File: config.mk
export PLATFORM = sky130hd
export DESIGN_NAME = fcr_ram
export DESIGN_NICKNAME = d
export VERILOG_FILES = /design/src/rtl/fcr_ram.sv
export SDC_FILE = /design/constraint.sdc
export NUM_CORES = 1
export LEC_CHECK = 0
export BUFFER_PORTS_ARGS = -buffer_cell sky130_fd_sc_hd__buf_2
export CAP_MARGIN = 20
export CORE_ASPECT_RATIO = 0.8
export CORE_UTILIZATION = 55
export DETAILED_ROUTE_END_ITERATION = 6
export PLACE_DENSITY = 0.72
export SLEW_MARGIN = 20
export SYNTH_ARGS = -nofsm -noshare
export SYNTH_HDL_FRONTEND = slang
export SYNTH_SLANG_ARGS = --single-unit
File: constraint.sdc
create_clock -name clk -period 2.05 [get_ports clk]
set_input_delay 0.1025 -clock clk [delete_from_list [all_inputs] [get_ports clk]]
set_output_delay 0.1025 -clock clk [all_outputs]
set_load 0.05 [all_outputs]
File: src/rtl/fcr_ram.sv
// fcr_ram: generic single-write, single-read RAM with registered read data.
// No dependencies.
module fcr_ram #(
  parameter int WIDTH = 8,
  parameter int DEPTH = 32,
  parameter int AW    = (DEPTH > 1) ? $clog2(DEPTH) : 1
) (
  input  logic             clk,
  input  logic             wr_en,
  input  logic [AW-1:0]    wr_addr,
  input  logic [WIDTH-1:0] wr_data,
  input  logic             rd_en,
  input  logic [AW-1:0]    rd_addr,
  output logic [WIDTH-1:0] rd_data
);

  logic [WIDTH-1:0] mem_r [DEPTH];
  logic [WIDTH-1:0] rd_data_r;

  always_ff @(posedge clk) begin
    if (wr_en) begin
      mem_r[wr_addr] <= wr_data;
    end
    if (rd_en) begin
      rd_data_r <= mem_r[rd_addr];
    end
  end

  assign rd_data = rd_data_r;

endmodule

**After elaboration in Yosys (flattened, before gate mapping)**

Memory sizes are Yosys's and may differ from the RTL's. A register that Yosys moved wholly into a read port is not among the register bits.
Index checks and enable logic that the tools add are counted.

- Word-level logic and storage cells: 3
- Memories: 1
- Bits in registers: 0
- Memory bits (writable): 256
- Input port bits: 21
- Output and inout port bits: 8

Memories:

| name | depth | bits a word | rd ports | clocked after memory_dff | write ports | RTL line | text |
|---|---|---|---|---|---|---|---|
| mem_r | 32 | 8 | 1 | 1 | 1 | 17 | `logic [WIDTH-1:0] mem_r [DEPTH];` |

- Muxes and demuxes: 2

Operators by type and width:

| operator | number |
|---|---|
| 2-to-1 mux 1 bit | 2 |

**Depth between registers and ports, before layout**

- Word-level depth: 2
- Mapped depth: 5
- Depth with buffers taken out: 3

**Worst setup path after synthesis**

Ideal clock, no wire load.

- Path kind: input-to-reg
- Start: input port rd_addr[2]
- End: register rd_data_r[0] (netlist: rd_data[0]) (read register of mem_r), data pin
- Path buffers: 2
- Stages on the path: 5
- Setup time: 0.260 ns
- Path slack: 0.006 ns
- Arrival time: 1.784 ns
- Cells stage by stage: clkbuf_1 -> clkbuf_1 -> mux4_2 -> mux4_2 -> mux2_2

RTL lines:

| element | RTL line | text |
|---|---|---|
| start, declared | 13 | `input logic [AW-1:0] rd_addr,` |
| end, declared | 18 | `logic [WIDTH-1:0] rd_data_r;` |

==> reports/results.ini <==
[cells_and_area]
fin_nets=513
mostFrequentLayoutCell=edfxtp_1
syn2layout_area_growth_pct=14.6
final_layout_size_suffix_gt1_frac=0.373
final_cell_mix=edfxtp_1, mux4_2, buf_4
n_antenna_cell=0
fin_util=0.641

[place]
dp_hpwl_um=12700
numPortBuffers=28
routabilityCongestion=0.794

[worst_setup_path]
required_ns=2.31
path_class=reg -> reg
cp-end-kind=register
rrSetupSlack_ns=0.10
cp-startpoint=mem_r[13][6]
crit_arrival_ns=2.21
crit_path_start_kind=register
worst_r2r_startpoint=mem_r[13][6]
crit_fanout=1

[pwr]
p_leak_nw=3.71
ir_worst_vdd_mv=0.702
p_per_area_nw_per_um2=955

[timing]
fin_worst_skew_ns=0.0101
setup_viol_count_final=0
worstMarginPinSlew_ns=0.664
rsz0062_at_grt=false
relSlewSlack=0.557
setup_tns_ns=0
fin_crit_ns=1.95
min_period_over_period=0.951
hold_violations=0
fmax_mhz=513
maxSlewViolCount=0
hold_slack_ns=0.0914

[die]
ios=29
rows=44
die_area_um2=19000
fp.dieW_um=154
coreArea_um2=18100
die-height_um=123
start_util=0.559

[clock_tree]
clockBufferDepth=3
clockRootBuffer=clkbuf_16
cts_sinks=264
clk_pin_slew_ns=0.06
h-tree-depth=1
cts_tree=built
ctsResizeCount=0
cts_buffers=24
insertion_delay_ns=0.51

[global_routing]
antenna_found_initial=0
grt_overflow_total=0
first_global_vias=4581
grt_use_total=0.222
grt_pass1_wl_um=29600
grt_max_degree=36

[min_path]
min_from=rd_addr[3]
holdCritPathClass=in -> reg

[synth]
synth_seq_cells=264
synth.distinct_cells=14
yosysSeqAreaShare=0.782
postSynthCellCount=417
syn_area_um2=10100
synth.avg_cell_area_um2=24.3
syn-num-nets=438
yosysWarnings=0

[detailed_routing]
viasPerCell=6.23
drt_wl_total_um=20000
first_pass_iters=5
post-route-drc-count=0
wire_per_inst_um=27.0
via_count=4610
drt_iter0_drc=582
drtAntennaViolNets=0

[flow_run]
maxCapViolCount=0

[outcome]
status=completed

==> sequential cells by signal (all words and copies together) (netlist names) <==
signal / flops
mem_r: 256
rd_data: 8
==> where the power goes <==
| part | internal, mW | leakage, nW | switching, mW | total (mW) |
|---|---|---|---|---|
| Clock | 2.60 | 0.380 | 1.81 | 4.41 |
| Sequential | 6.03 | 2.38 | 0.0298 | 6.05 |
| Combinational | 0.260 | 0.944 | 0.363 | 0.623 |
| Total | 8.89 | 3.71 | 2.20 | 11.1 |
==> kinds of logic (layout without fill, tap and decap cells) <==
| kind of cell | after synthesis | in the layout | synth area share |
|---|---|---|---|
| flops | 264 | 264 | 0.782 |
| buf+inv | 20 | 113 | 0.0105 |
| mux | 88 | 88 | 0.187 |
| simple gates | 45 | 45 | 0.0205 |
==> critical path, cell delays in order (launching register included) <==
cell,delay (ns)
edfxtp_1,0.36
mux4_2,0.53
mux4_2,0.53
mux2_2,0.28
==> path summary, 6_finish.rpt <==
kind                     end  cells after the start
setup reg to reg  rd_data[6]                      3
setup / recovery  rd_data[6]                      3
hold reg to reg   rd_data[2]                      3
hold / removal    rd_data[2]                      2
==> per-layer routing <==
metal	routed length, um	global-route usage	part of all wire
met4	597	0.0663	0.030
met1	8760	0.347	0.44
met3	1680	0.0358	0.084
met5	0	0	0
met2	8940	0.331	0.45
==> cell usage after synthesis, drive strengths merged <==
| cell type | count | share of area |
|---|---|---|
| clkbuf | 6 | 0.0022 |
| edfxtp | 264 | 0.78 |
| nand2 | 1 | 0.00037 |
| or3 | 1 | 0.00062 |
| buf | 14 | 0.0083 |
| nand3 | 2 | 0.00099 |
| mux2 | 8 | 0.0089 |
| or3b | 3 | 0.0026 |
| nand3b | 5 | 0.0037 |
| nor2 | 33 | 0.012 |
| mux4 | 80 | 0.18 |
==> through the flow <==
stage / cells / setup slack [ns] / cell area, um^2 / power [mW]
after floorplan: 417 / 0.00581 / 10100 / 6.53
after global placement: 695 / -0.136 / 10800 / 6.78
after CTS: 740 / 0.104 / 11600 / 11.2
final: 740 / 0.101 / 11600 / 11.1
after global routing: 740 / 0.0819 / 11600 / 11.4
after detailed placement: 695 / -0.152 / 10800 / 6.80
==> layout make-up <==
type	count	area [um^2]
clock inverter	13	131
tap	230	288
sequential	264	7930
clock buffer	31	648
multi-input combinational	133	2100
fill	1127	6500
timing repair buffer	69	515
==> timing repair <==
action | CTS | global route
hold buffers | 1 | 0
setup buffers | 0 | 0
endpoints found under the hold margin | 8 | 0
Note: power is estimated with default switching activity, not from simulation.
