### src/rtl/fcr_pkg.sv
// fcr_pkg: shared types and constants for the first-match rule classifier.
// Used by fcr_rule_cmp and first_match_packet_rule_classifier_top.
package fcr_pkg;

  localparam int NUM_RULES_DEF = 32;
  localparam int RID_W         = 6;

  localparam logic [7:0] IPNUM_TCP = 8'd6;
  localparam logic [7:0] IPNUM_UDP = 8'd17;

  // command codes
  localparam logic [1:0] CMD_MATCH  = 2'd0;
  localparam logic [1:0] CMD_INSERT = 2'd1;
  localparam logic [1:0] CMD_DELETE = 2'd2;

  // status codes
  localparam logic [1:0] STS_OK      = 2'd0;
  localparam logic [1:0] STS_FULL    = 2'd1;
  localparam logic [1:0] STS_NO_RULE = 2'd2;

  // present mask bit positions
  localparam int PRES_PROTO = 0;
  localparam int PRES_SIP   = 1;
  localparam int PRES_SPORT = 2;
  localparam int PRES_DIP   = 3;
  localparam int PRES_DPORT = 4;

  typedef struct packed {
    logic [7:0]  proto;
    logic [4:0]  pres;
    logic        blk;
    logic        dir;
    logic [31:0] src_mask;
    logic [31:0] src_ip;
    logic [31:0] dst_mask;
    logic [31:0] dst_ip;
    logic [15:0] dst_port;
    logic [15:0] src_port;
  } rule_t;

  localparam int RULE_W = $bits(rule_t);

  typedef struct packed {
    logic        dir;
    logic [7:0]  proto;
    logic [31:0] src_ip;
    logic [15:0] src_port;
    logic [31:0] dst_ip;
    logic [15:0] dst_port;
  } pkt_t;

  typedef struct packed {
    logic [1:0]       status;
    logic             drop;
    logic             matched;
    logic [RID_W-1:0] rid;
  } res_t;

endpackage

### src/rtl/fcr_rule_cmp.sv
// fcr_rule_cmp: compares one stored rule against a packet header.
// Depends on fcr_pkg (rule_t, pkt_t, protocol and present-bit constants).
module fcr_rule_cmp (
  input  fcr_pkg::rule_t rule,
  input  fcr_pkg::pkt_t  pkt,
  output logic           hit
);

  logic port_proto;
  logic proto_ok;
  logic sip_ok;
  logic dip_ok;
  logic sport_ok;
  logic dport_ok;

  // zero mask means exact compare, not wildcard
  function automatic logic addr_hit(input logic [31:0] ip, input logic [31:0] mask,
                                    input logic [31:0] pa);
    logic r;
    if (mask == 32'd0) begin
      r = (ip == pa);
    end else begin
      r = ((ip & mask) == (pa & mask));
    end
    return r;
  endfunction

  always_comb begin
    port_proto = (pkt.proto == fcr_pkg::IPNUM_TCP) || (pkt.proto == fcr_pkg::IPNUM_UDP);
    proto_ok   = !rule.pres[fcr_pkg::PRES_PROTO] || (rule.proto == pkt.proto);
    sip_ok     = !rule.pres[fcr_pkg::PRES_SIP] ||
                 addr_hit(rule.src_ip, rule.src_mask, pkt.src_ip);
    dip_ok     = !rule.pres[fcr_pkg::PRES_DIP] ||
                 addr_hit(rule.dst_ip, rule.dst_mask, pkt.dst_ip);
    sport_ok   = !rule.pres[fcr_pkg::PRES_SPORT] || !port_proto ||
                 (rule.src_port == pkt.src_port);
    dport_ok   = !rule.pres[fcr_pkg::PRES_DPORT] || !port_proto ||
                 (rule.dst_port == pkt.dst_port);
    hit = (rule.dir == pkt.dir) && proto_ok && sip_ok && dip_ok && sport_ok && dport_ok;
  end

endmodule

### config.mk
export PLATFORM = sky130hd
export DESIGN_NAME = fcr_rule_cmp
export DESIGN_NICKNAME = d
export VERILOG_FILES = /design/src/rtl/fcr_pkg.sv /design/src/rtl/fcr_rule_cmp.sv
export SDC_FILE = /design/constraint.sdc
export NUM_CORES = 1
export LEC_CHECK = 0
export CELL_PAD_IN_SITES_DETAIL_PLACEMENT = 0
export CELL_PAD_IN_SITES_GLOBAL_PLACEMENT = 1
export CORE_AREA = 2 2 110 112
export DETAILED_ROUTE_END_ITERATION = 16
export DIE_AREA = 0 0 112 114
export DONT_BUFFER_PORTS = 1
export PLACE_DENSITY_LB_ADDON = 0.08
export SYNTH_ARGS = -nofsm -noshare
export SYNTH_HDL_FRONTEND = slang
export SYNTH_SLANG_ARGS = --single-unit
### constraint.sdc
create_clock -name vclk -period 4.7
set_input_delay 0.94 -clock vclk [all_inputs]
set_output_delay 0.94 -clock vclk [all_outputs]
set_load 0.1 [all_outputs]
### Word-level counts from Yosys, hierarchy flattened

Index checks and enable logic that the tools add are counted.

* output and inout port bits: 1
* logic and storage cells: 37
* bits in registers: 0
* bits of input ports: 280

* eq/ne operators: 10
* mux-type cells: 2
* bitwise logic cells: 4
* reduce and logical (&&, ||, !) cells: 21

Operator list (number)
* $and 32x32->32: 4
* $eq 32x32->1: 4
* $logic_not 32->1: 2
* $eq 16x16->1: 2
* $eq 8x3->1 const B: 1
* $eq 8x5->1 const B: 1
* $eq 8x8->1: 1
* $logic_or 1x1->1: 8
* $logic_not 1->1: 6
* $logic_and 1x1->1: 5
* $mux 1: 2
* $eq 1x1->1: 1

### Longest topological paths before layout

Gate-level depths: netlist (run 1).

* depth after elaboration: 8
* gate-level depth with buffers: 6
* gate-level depth less buffers: 6

### Worst setup path before layout (run 1)

No wires, ideal clock.

* path type: input port to output port
* from: in pkt[53] in the netlist's numbering
* to: out hit
* slack: -0.252 ns
* arrival: 4.012 ns
* data required time: 3.760 ns
* stages on the path: 6
* path buffers: 0
* path through: xor2_1 -> nor4_1 -> nand4_1 -> a22oi_1 -> o311ai_1 -> a211oi_1

* word-level cells in the longest chain between the ends: 4

Ends and longest elaborated chain
* start, declared: line fcr_rule_cmp.sv:5 `input fcr_pkg::pkt_t pkt,`
* $eq 16x16->1: line fcr_rule_cmp.sv:36 `(rule.src_port == pkt.src_port);`
* $logic_or 1x1->1: line fcr_rule_cmp.sv:35 `sport_ok = !rule.pres[fcr_pkg::PRES_SPORT] || !port_proto ||`
* $logic_and 1x1->1 (2 in series): line fcr_rule_cmp.sv:39 `hit = (rule.dir == pkt.dir) && proto_ok && sip_ok && dip_ok && sport_ok && dport_ok;`
* end, declared: line fcr_rule_cmp.sv:6 `output logic hit`

Every way passes these cells.

### Worst setup path in the final report (run 1)

* from: in rule[103] in the netlist's numbering
* to: out hit

* word-level cells in the longest chain between the ends: 8
* elaborated cells between the ends (all ways): 9
* those cells by class: eq/ne: 2; mux: 1; bitwise: 1; reduce/logical: 5

Ends and longest elaborated chain
* start, declared: line fcr_rule_cmp.sv:4 `input fcr_pkg::rule_t rule,`
* $and 32x32->32: line fcr_rule_cmp.sv:23 `r = ((ip & mask) == (pa & mask));`
* $eq 32x32->1: line fcr_rule_cmp.sv:23
* $mux 1 (*): line fcr_rule_cmp.sv:20 `if (mask == 32'd0) begin`
* $logic_or 1x1->1 (*): line fcr_rule_cmp.sv:31 `sip_ok = !rule.pres[fcr_pkg::PRES_SIP] ||`
* $logic_and 1x1->1 (*) (4 in series): line fcr_rule_cmp.sv:39

Mark *: on every way between the ends. The rest lies on a longest branch, timed or not.

==> flow_metrics.py, run 1 <==
metrics = {
    "floorplan": {
        "dieArea_um2": 12800,
        "die_h_um": 114,
        "placeableCoreArea_um2": 11700,
        "initial_core_util": 0.140,
        "io-pin-count": 281,
        "rows": 40,
        "fp.dieW_um": 112,
    },
    "final_layout": {
        "area_delta_synth_final_pct": 12.5,
        "clockBufferCount": 0,
        "drive_gt1_frac": 0.00917,
        "ff_latch_area_um2": 0,
        "seq_cells": 0,
        "mostFrequentLayoutCells": "xor2_1 (96), nor4_1 (40), a22oi_1 (33)",
        "antenna_cells": 0,
        "final_common_cell": "xor2_1",
        "nNetsFinal": 500,
    },
    "setup_path": {
        "end_kind": "output pin",
        "worstSetupPathType": "input pin to output pin",
        "crit_arrival_ps": 2820,
        "critPathLaunchType": "input pin",
        "crit_required_ps": 3760,
        "cp_max_fo": 2,
    },
    "grt": {
        "grt_pass1_vias": 2115,
        "grt_pass1_wl_um": 11700,
        "use_met1": 0.126,
        "use_met2": 0.234,
        "antenna_found_initial": 0,
        "grtUsageTotal": 0.117,
        "grt_overflow": 0,
        "busiest_layer": "met2",
        "grtUsageMet3": 0.0244,
        "grt_max_degree": 4,
    },
    "route": {
        "route.vias.total": 1877,
        "avgViaCountPerCell": 5.14,
        "wl_per_cell_um": 23.4,
        "routed_wirelength_um": 8540,
        "final_antenna_net_count": 0,
        "drc_errors": 0,
        "first_pass_iters": 4,
        "drt_iter0_markers": 49,
    },
    "placement": {
        "place_congestion": 0.725,
        "port_buffers": 0,
        "place.detailed.hpwl_um": 8200,
    },
    "synth": {
        "synthesis.nets": 497,
        "yosysTopAreaCell": "xor2_1",
        "yosys_warnings": 0,
        "yosysTopAreaCellShare": 0.513,
        "synth_cell_types": 16,
        "seq_area_frac_synth": 0,
        "syn_avg_cell_area_um2": 7.55,
        "synth.area.top_cells": "xor2_1 (51%), nor4_1 (15%), a22oi_1 (15%)",
        "netlist_area_um2": 1640,
        "syn_inst": 217,
    },
    "timing": {
        "rsz0062_at_grt": "false",
        "setup_viol": 0,
        "slew_headroom": 0.558,
        "worstMarginPinSlew_ps": 657,
        "hold_viol": 0,
        "tns_ps": 0,
        "drv_slew": 0,
        "period_share": 0.801,
        "min_period_ps": 3760,
        "clock.fmax_mhz": 266,
    },
    "min_path": {
        "hold_path_class": "input pin to output pin",
    },
    "pwr": {
        "leakagePower_nw": 0.570,
        "ir_worst_vdd_v": 0.0000179,
        "total_power_w": 0.000145,
        "power_density_nw_per_um2": 78.5,
    },
    "clocking": {
        "cts_hold_buffers": 0,
        "ctsResizeCount": 0,
        "post_cts_buffers": 0,
    },
    "run": {
        "max_cap_violations": 0,
    },
    "outcome": {
        "status": "completed",
    },
}
-- final cells by class --
cell class / instances / area (µm²)
fillers: 1359 / 9870
inverters: 1 / 3.75
multi-input cells: 216 / 1650
well taps: 147 / 184
repair buffers: 1 / 7.51
-- synth_stat cells (all sizes together) --
cell    instances
a211oi          1
a22oi          33
a31oi           2
inv             1
nand2           1
nand3           1
nand4          20
nor2            7
nor3            1
nor4           40
o21ai           3
o311ai          1
or4             1
xnor2           9
xor2           96
-- path summary, 6_finish.rpt --
kind	slack [ps]	endpoint	cells past startpoint	from
max	940	hit	7	rule[103]
min	2140	hit	2	rule[165]
-- through the flow --
step / worst slack, ps / hold slack [ps] / std cells / util / area [µm²]
4_1_cts: 913 / 2140 / 365 / 0.157 / 1840
2_1_floorplan: 701 / 2200 / 217 / - / 1640
3_5_place_dp: 911 / 2140 / 365 / 0.157 / 1840
3_3_place_gp: 924 / 2140 / 365 / 0.157 / 1840
6_report: 936 / 2140 / 365 / 0.157 / 1840
5_1_grt: 864 / 2150 / 365 / 0.157 / 1840
-- power by group --
| group | internal [W] | total (W) | switching, W |
|---|---|---|---|
| logic | 0.0000661 | 0.000145 | 0.0000784 |
| clock network | 0 | 0 | 0 |
| registers | 0 | 0 | 0 |
-- critical path, cell delays in order --
cell and delay [ps]:
xor2_1 170, nor4_1 620, nand4_1 210, o21ai_0 190, a31oi_1 180, a211oi_4 180
buf_4 320
-- cells by family (layout without fill, tap and decap cells) --
logic type      after synthesis  after routing  synth area share
xor+xnor                    105            105             0.562
simple gates                 71             71             0.258
compound gates               40             40             0.178
buf+inv                       1              2           0.00229
-- layer usage --
metal,up-vias,wire (µm)
met2,161,4550
li1,854,-
met3,11,902
met5,-,0
met4,0,239
met1,851,2850
No activity file was read; power rests on OpenSTA's default activity.
==> run 2: changes to the inputs <==
==> constraint.sdc (replaced) <==
create_clock -name vclk -period 3.9
set_input_delay 0.78 -clock vclk [all_inputs]
set_output_delay 0.78 -clock vclk [all_outputs]
set_load 0.1 [all_outputs]
==> flow_metrics.py, run 2 (synthesis gave the netlist of run 1 again) <==
metrics = {
    "setup_path": {
        "crit_arrival_ps": 2540,
        "crit_required_ps": 3120,
        "critPathLaunchType": "input pin",
        "max_stage_delay_ps": 460,
        "end_kind": "output pin",
        "worstSetupPathType": "input pin to output pin",
        "path_cells": "xor2_1 > nor4_1 > nand4_1 > o21ai_0 > nand3_1 > a211oi_4 > buf_4",
        "cp_slowest_cell": "nor4_1",
        "cp_max_fo": 2,
    },
    "final_layout": {
        "drive_gt1_frac": 0.0137,
        "area_delta_synth_final_pct": 12.9,
        "clockBufferCount": 0,
        "ff_latch_area_um2": 0,
        "antenna_cells": 0,
        "seq_cells": 0,
        "final_common_cell": "xor2_1",
        "nNetsFinal": 501,
        "multi_input_area_um2": 1650,
        "n_fill_cell": 1362,
        "mostFrequentLayoutCells": "xor2_1 (96), nor4_1 (40), a22oi_1 (33)",
    },
    "run": {
        "max_cap_violations": 0,
    },
    "timing": {
        "hold_viol": 0,
        "min_period_ps": 3320,
        "worstMarginPinSlew_ps": 512,
        "slew_headroom": 0.657,
        "period_share": 0.851,
        "drv_slew": 0,
        "rsz0062_at_grt": "false",
        "clock.fmax_mhz": 301,
        "setup_viol": 0,
        "worst_hold_slack_ps": 1820,
        "tns_ps": 0,
    },
    "route": {
        "final_antenna_net_count": 0,
        "drc_errors": 0,
        "route.vias.total": 1881,
        "drt_iter0_markers": 39,
        "first_pass_iters": 4,
        "avgViaCountPerCell": 5.14,
        "routed_wirelength_um": 8510,
        "wl_per_cell_um": 23.3,
    },
    "placement": {
        "place.detailed.hpwl_um": 8170,
        "port_buffers": 0,
        "place_congestion": 0.731,
    },
    "outcome": {
        "status": "completed",
    },
    "floorplan": {
        "initial_core_util": 0.140,
        "dieArea_um2": 12800,
        "fp.dieW_um": 112,
        "placeableCoreArea_um2": 11700,
        "die_h_um": 114,
        "rows": 40,
        "io-pin-count": 281,
    },
    "min_path": {
        "hold_end": "hit",
        "min_delay_path_depth": 2,
        "hold_path_class": "input pin to output pin",
        "holdCritStartpoint": "rule[165]",
    },
    "grt": {
        "grt_pass1_wl_um": 11600,
        "grt_max_degree": 4,
        "grt_pass1_vias": 2047,
        "antenna_found_initial": 0,
        "grt_overflow": 0,
        "grtUsageTotal": 0.116,
    },
    "clocking": {
        "ctsResizeCount": 0,
        "post_cts_buffers": 0,
        "cts_hold_buffers": 0,
    },
    "pwr": {
        "leakagePower_nw": 0.575,
        "power_density_nw_per_um2": 94.3,
        "ir_worst_vdd_v": 0.0000241,
    },
}
==> run 2: routing by layer <==
metal | wire (µm) | share of wire | vias to the layer above | global-route usage
met4 | 95 | 0.011 | 0 | 0.0122
met5 | 0 | 0 | - | 0
met2 | 4690 | 0.55 | 157 | 0.242
met3 | 840 | 0.099 | 6 | 0.0255
met1 | 2880 | 0.34 | 861 | 0.122
li1 | - | - | 857 | -
==> run 2: layout make-up <==
type,instances,share of cell area
timing repair buffer,2,0.00812
tap,147,0.0995
multi-input combinational,216,0.890
inverter,1,0.00203
==> run 2: worst max-delay path by stage <==
stage | start | slack (ps) | to | cells past startpoint
after detailed placement | rule[56] | 520 | hit | 7
final | rule[56] | 580 | hit | 7
after floorplan | pkt[53] | 220 | hit | 6
after global routing | rule[56] | 400 | hit | 7
after CTS | rule[56] | 530 | hit | 7
after global placement | rule[46] | 580 | hit | 7
==> run 2: worst max-delay path, delay by kind of cell <==
kind / cells / cell delay (ps)
XOR/XNOR: 1 / 160
AO/OA/AOI/OAI: 2 / 460
buffers and inverters: 1 / 320
AND/OR/NAND/NOR: 3 / 810
==> run 2: through the flow <==
step	util	cells	total power (W)	worst slack, ps	instance area (µm²)
3_5_place_dp	0.158	366	0.000176	519	1850
4_1_cts	0.158	366	0.000178	526	1850
2_1_floorplan	-	217	0.000130	221	1640
5_1_grt	0.158	366	0.000194	398	1850
3_3_place_gp	0.158	366	0.000177	578	1850
6_report	0.158	366	0.000174	580	1850
==> run 2: report_power, final <==
part	internal, W	switching, W
Sequential	0	0
Clock	0	0
Combinational	0.0000803	0.0000940
Total	0.0000803	0.0000940
==> run 3: changes to the inputs <==
--- a/config.mk
+++ b/config.mk
@@ -5,12 +5,14 @@
 export SDC_FILE = /design/constraint.sdc
 export NUM_CORES = 1
 export LEC_CHECK = 0
+export ABC_AREA = 1
 export CELL_PAD_IN_SITES_DETAIL_PLACEMENT = 0
 export CELL_PAD_IN_SITES_GLOBAL_PLACEMENT = 1
 export CORE_AREA = 2 2 110 112
 export DETAILED_ROUTE_END_ITERATION = 16
 export DIE_AREA = 0 0 112 114
 export DONT_BUFFER_PORTS = 1
+export GPL_TIMING_DRIVEN = 1
 export PLACE_DENSITY_LB_ADDON = 0.08
 export SYNTH_ARGS = -nofsm -noshare
 export SYNTH_HDL_FRONTEND = slang
==> flow_metrics.py, run 3 <==
metrics = {
    "outcome": {
        "status": "completed",
    },
    "grt": {
        "grt_overflow": 0,
        "antenna_found_initial": 0,
        "grt_max_degree": 4,
        "grt_pass1_vias": 3181,
        "grt_pass1_wl_um": 14800,
        "grtUsageTotal": 0.144,
    },
    "synth": {
        "netlist_area_um2": 2770,
        "yosysTopAreaCell": "nand2_1",
        "synthesis.nets": 879,
        "synth_most_common_cell": "nand2_1",
        "seq_area_frac_synth": 0,
        "synth_cell_types": 16,
        "synth.area.top_cells": "nand2_1 (30%), nor2_1 (17%), xnor2_1 (16%)",
        "syn_avg_cell_area_um2": 4.63,
        "yosys-top-cells-count": "nand2_1 (223), nor2_1 (126), inv_1 (98), xnor2_1 (52), nand3_1 (48)",
        "yosysTopAreaCellShare": 0.302,
        "syn_inst": 599,
        "yosys_warnings": 0,
    },
    "setup_path": {
        "worstSetupPathType": "input pin to output pin",
        "end_kind": "output pin",
        "crit_path_frequent_cell": "nand2_1",
        "critPathLaunchType": "input pin",
        "crit_required_ps": 3120,
        "cp-startpoint": "rule[53]",
        "max_stage_delay_ps": 290,
        "path_cells": "xnor2_1 > nand2_1 > nor2_1 > nand2_1 > nor2_2 > nand3_1 > nand3_1 > nand2_1 > nor2_2 > buf_4",
        "crit_arrival_ps": 2080,
        "cp_max_fo": 2,
        "cp_slowest_cell": "buf_4",
        "cp-endpoint": "hit",
    },
    "route": {
        "route.vias.total": 3195,
        "drc_errors": 0,
        "m1WireLength_um": 4020,
        "highest_layer": "met4",
        "drt_iter0_markers": 105,
        "first_pass_iters": 4,
        "routed-wl-met3_um": 921,
        "final_antenna_net_count": 0,
        "routed_wirelength_um": 10000,
        "wl_per_cell_um": 13.4,
        "avgViaCountPerCell": 4.28,
        "wl_met2_um": 5050,
    },
    "clocking": {
        "cts_hold_buffers": 0,
        "ctsResizeCount": 0,
        "post_cts_buffers": 0,
    },
    "pwr": {
        "power_density_nw_per_um2": 83.7,
        "combPwrFrac": 1.000,
        "clkPwrFrac": 0,
        "ir_worst_vdd_v": 0.0000254,
        "p_sw_w": 0.000130,
        "swShare": 0.524,
        "seqPwrFrac": 0,
        "p_int_w": 0.000118,
        "leakagePower_nw": 1.62,
    },
    "timing": {
        "period_share": 0.734,
        "min_period_ps": 2860,
        "rsz0062_at_grt": "false",
        "clock.fmax_mhz": 349,
        "setup_viol": 0,
        "drv_slew": 0,
        "hold_viol": 0,
        "tns_ps": 0,
        "fin_ws_ps": 1040,
        "worstMarginPinSlew_ps": 421,
        "slew_headroom": 0.717,
    },
    "final_layout": {
        "final_common_cell": "nand2_1",
        "antenna_cells": 0,
        "mostFrequentLayoutCells": "nand2_1 (223), nor2_1 (126), inv_1 (98)",
        "n_fill_cell": 1430,
        "area_delta_synth_final_pct": 6.91,
        "nNetsFinal": 882,
        "drive_gt1_frac": 0.0117,
        "seq_cells": 0,
        "ff_latch_area_um2": 0,
        "clockBufferCount": 0,
    },
    "placement": {
        "place_congestion": 0.791,
        "port_buffers": 0,
        "place.detailed.hpwl_um": 9600,
        "pre_cts_ws_ps": 1000,
    },
    "floorplan": {
        "io-pin-count": 281,
        "rows": 40,
        "dieArea_um2": 12800,
        "die_h_um": 114,
        "fp.dieW_um": 112,
        "initial_core_util": 0.237,
        "placeableCoreArea_um2": 11700,
    },
    "min_path": {
        "hold_path_class": "input pin to output pin",
    },
    "run": {
        "max_cap_violations": 0,
    },
}
[run 3: worst min path at each step]
stage | cells after the start | start | slack (ps) | endpoint
floorplan | 3 | rule[165] | 1870 | hit
global placement | 4 | rule[165] | 2000 | hit
detailed placement | 4 | rule[165] | 2000 | hit
CTS | 4 | rule[165] | 2000 | hit
global route | 4 | rule[165] | 2010 | hit
finish | 4 | rule[165] | 1970 | hit
[run 3: power by group through the flow]
| stage | registers [W] | logic, W | clock network, W |
|---|---|---|---|
| final | 0 | 0.000248 | 0 |
| after global routing | 0 | 0.000289 | 0 |
| after CTS | 0 | 0.000253 | 0 |
| after detailed placement | 0 | 0.000252 | 0 |
| after global placement | 0 | 0.000252 | 0 |
| after floorplan | 0 | 0.000206 | 0 |
[run 3: logic make-up after synthesis]
kind of cell              Yosys count  synth area share
AOI/OAI and AO/OA                   2           0.00451
buffers and inverters              98             0.133
xor gates and xnor gates           75             0.237
and+or+nand+nor                   424             0.626
[run 3: area by class of cell]
class	count	area, µm²	area share
Inverter	98	368	0.124
Multi-Input combinational cell	501	2400	0.811
Tap cell	147	184	0.0621
Timing Repair Buffer	1	7.51	0.00253
[run 3: layer usage]
metal  vias up  track usage
met5         -            0
met4         0      0.00407
met3         2       0.0271
met2       144        0.280
met1      1276        0.172
li1       1773            -
[run 3: per-stage QoR]
step / cells / power [W] / hold slack [ps] / utilization / area [µm²]
final: 747 / 0.000248 / 1970 / 0.253 / 2960
after global routing: 747 / 0.000289 / 2010 / 0.253 / 2960
after CTS: 747 / 0.000253 / 2000 / 0.253 / 2960
after detailed placement: 747 / 0.000252 / 2000 / 0.253 / 2960
after global placement: 747 / 0.000252 / 2000 / 0.253 / 2960
after floorplan: 599 / 0.000206 / 1870 / - / 2770
[run 3: worst max-delay path: cells and delay by family]
family	cells	cell delay, ps
buffers and inverters	1	290
XOR/XNOR	1	230
AND/OR/NAND/NOR	8	760
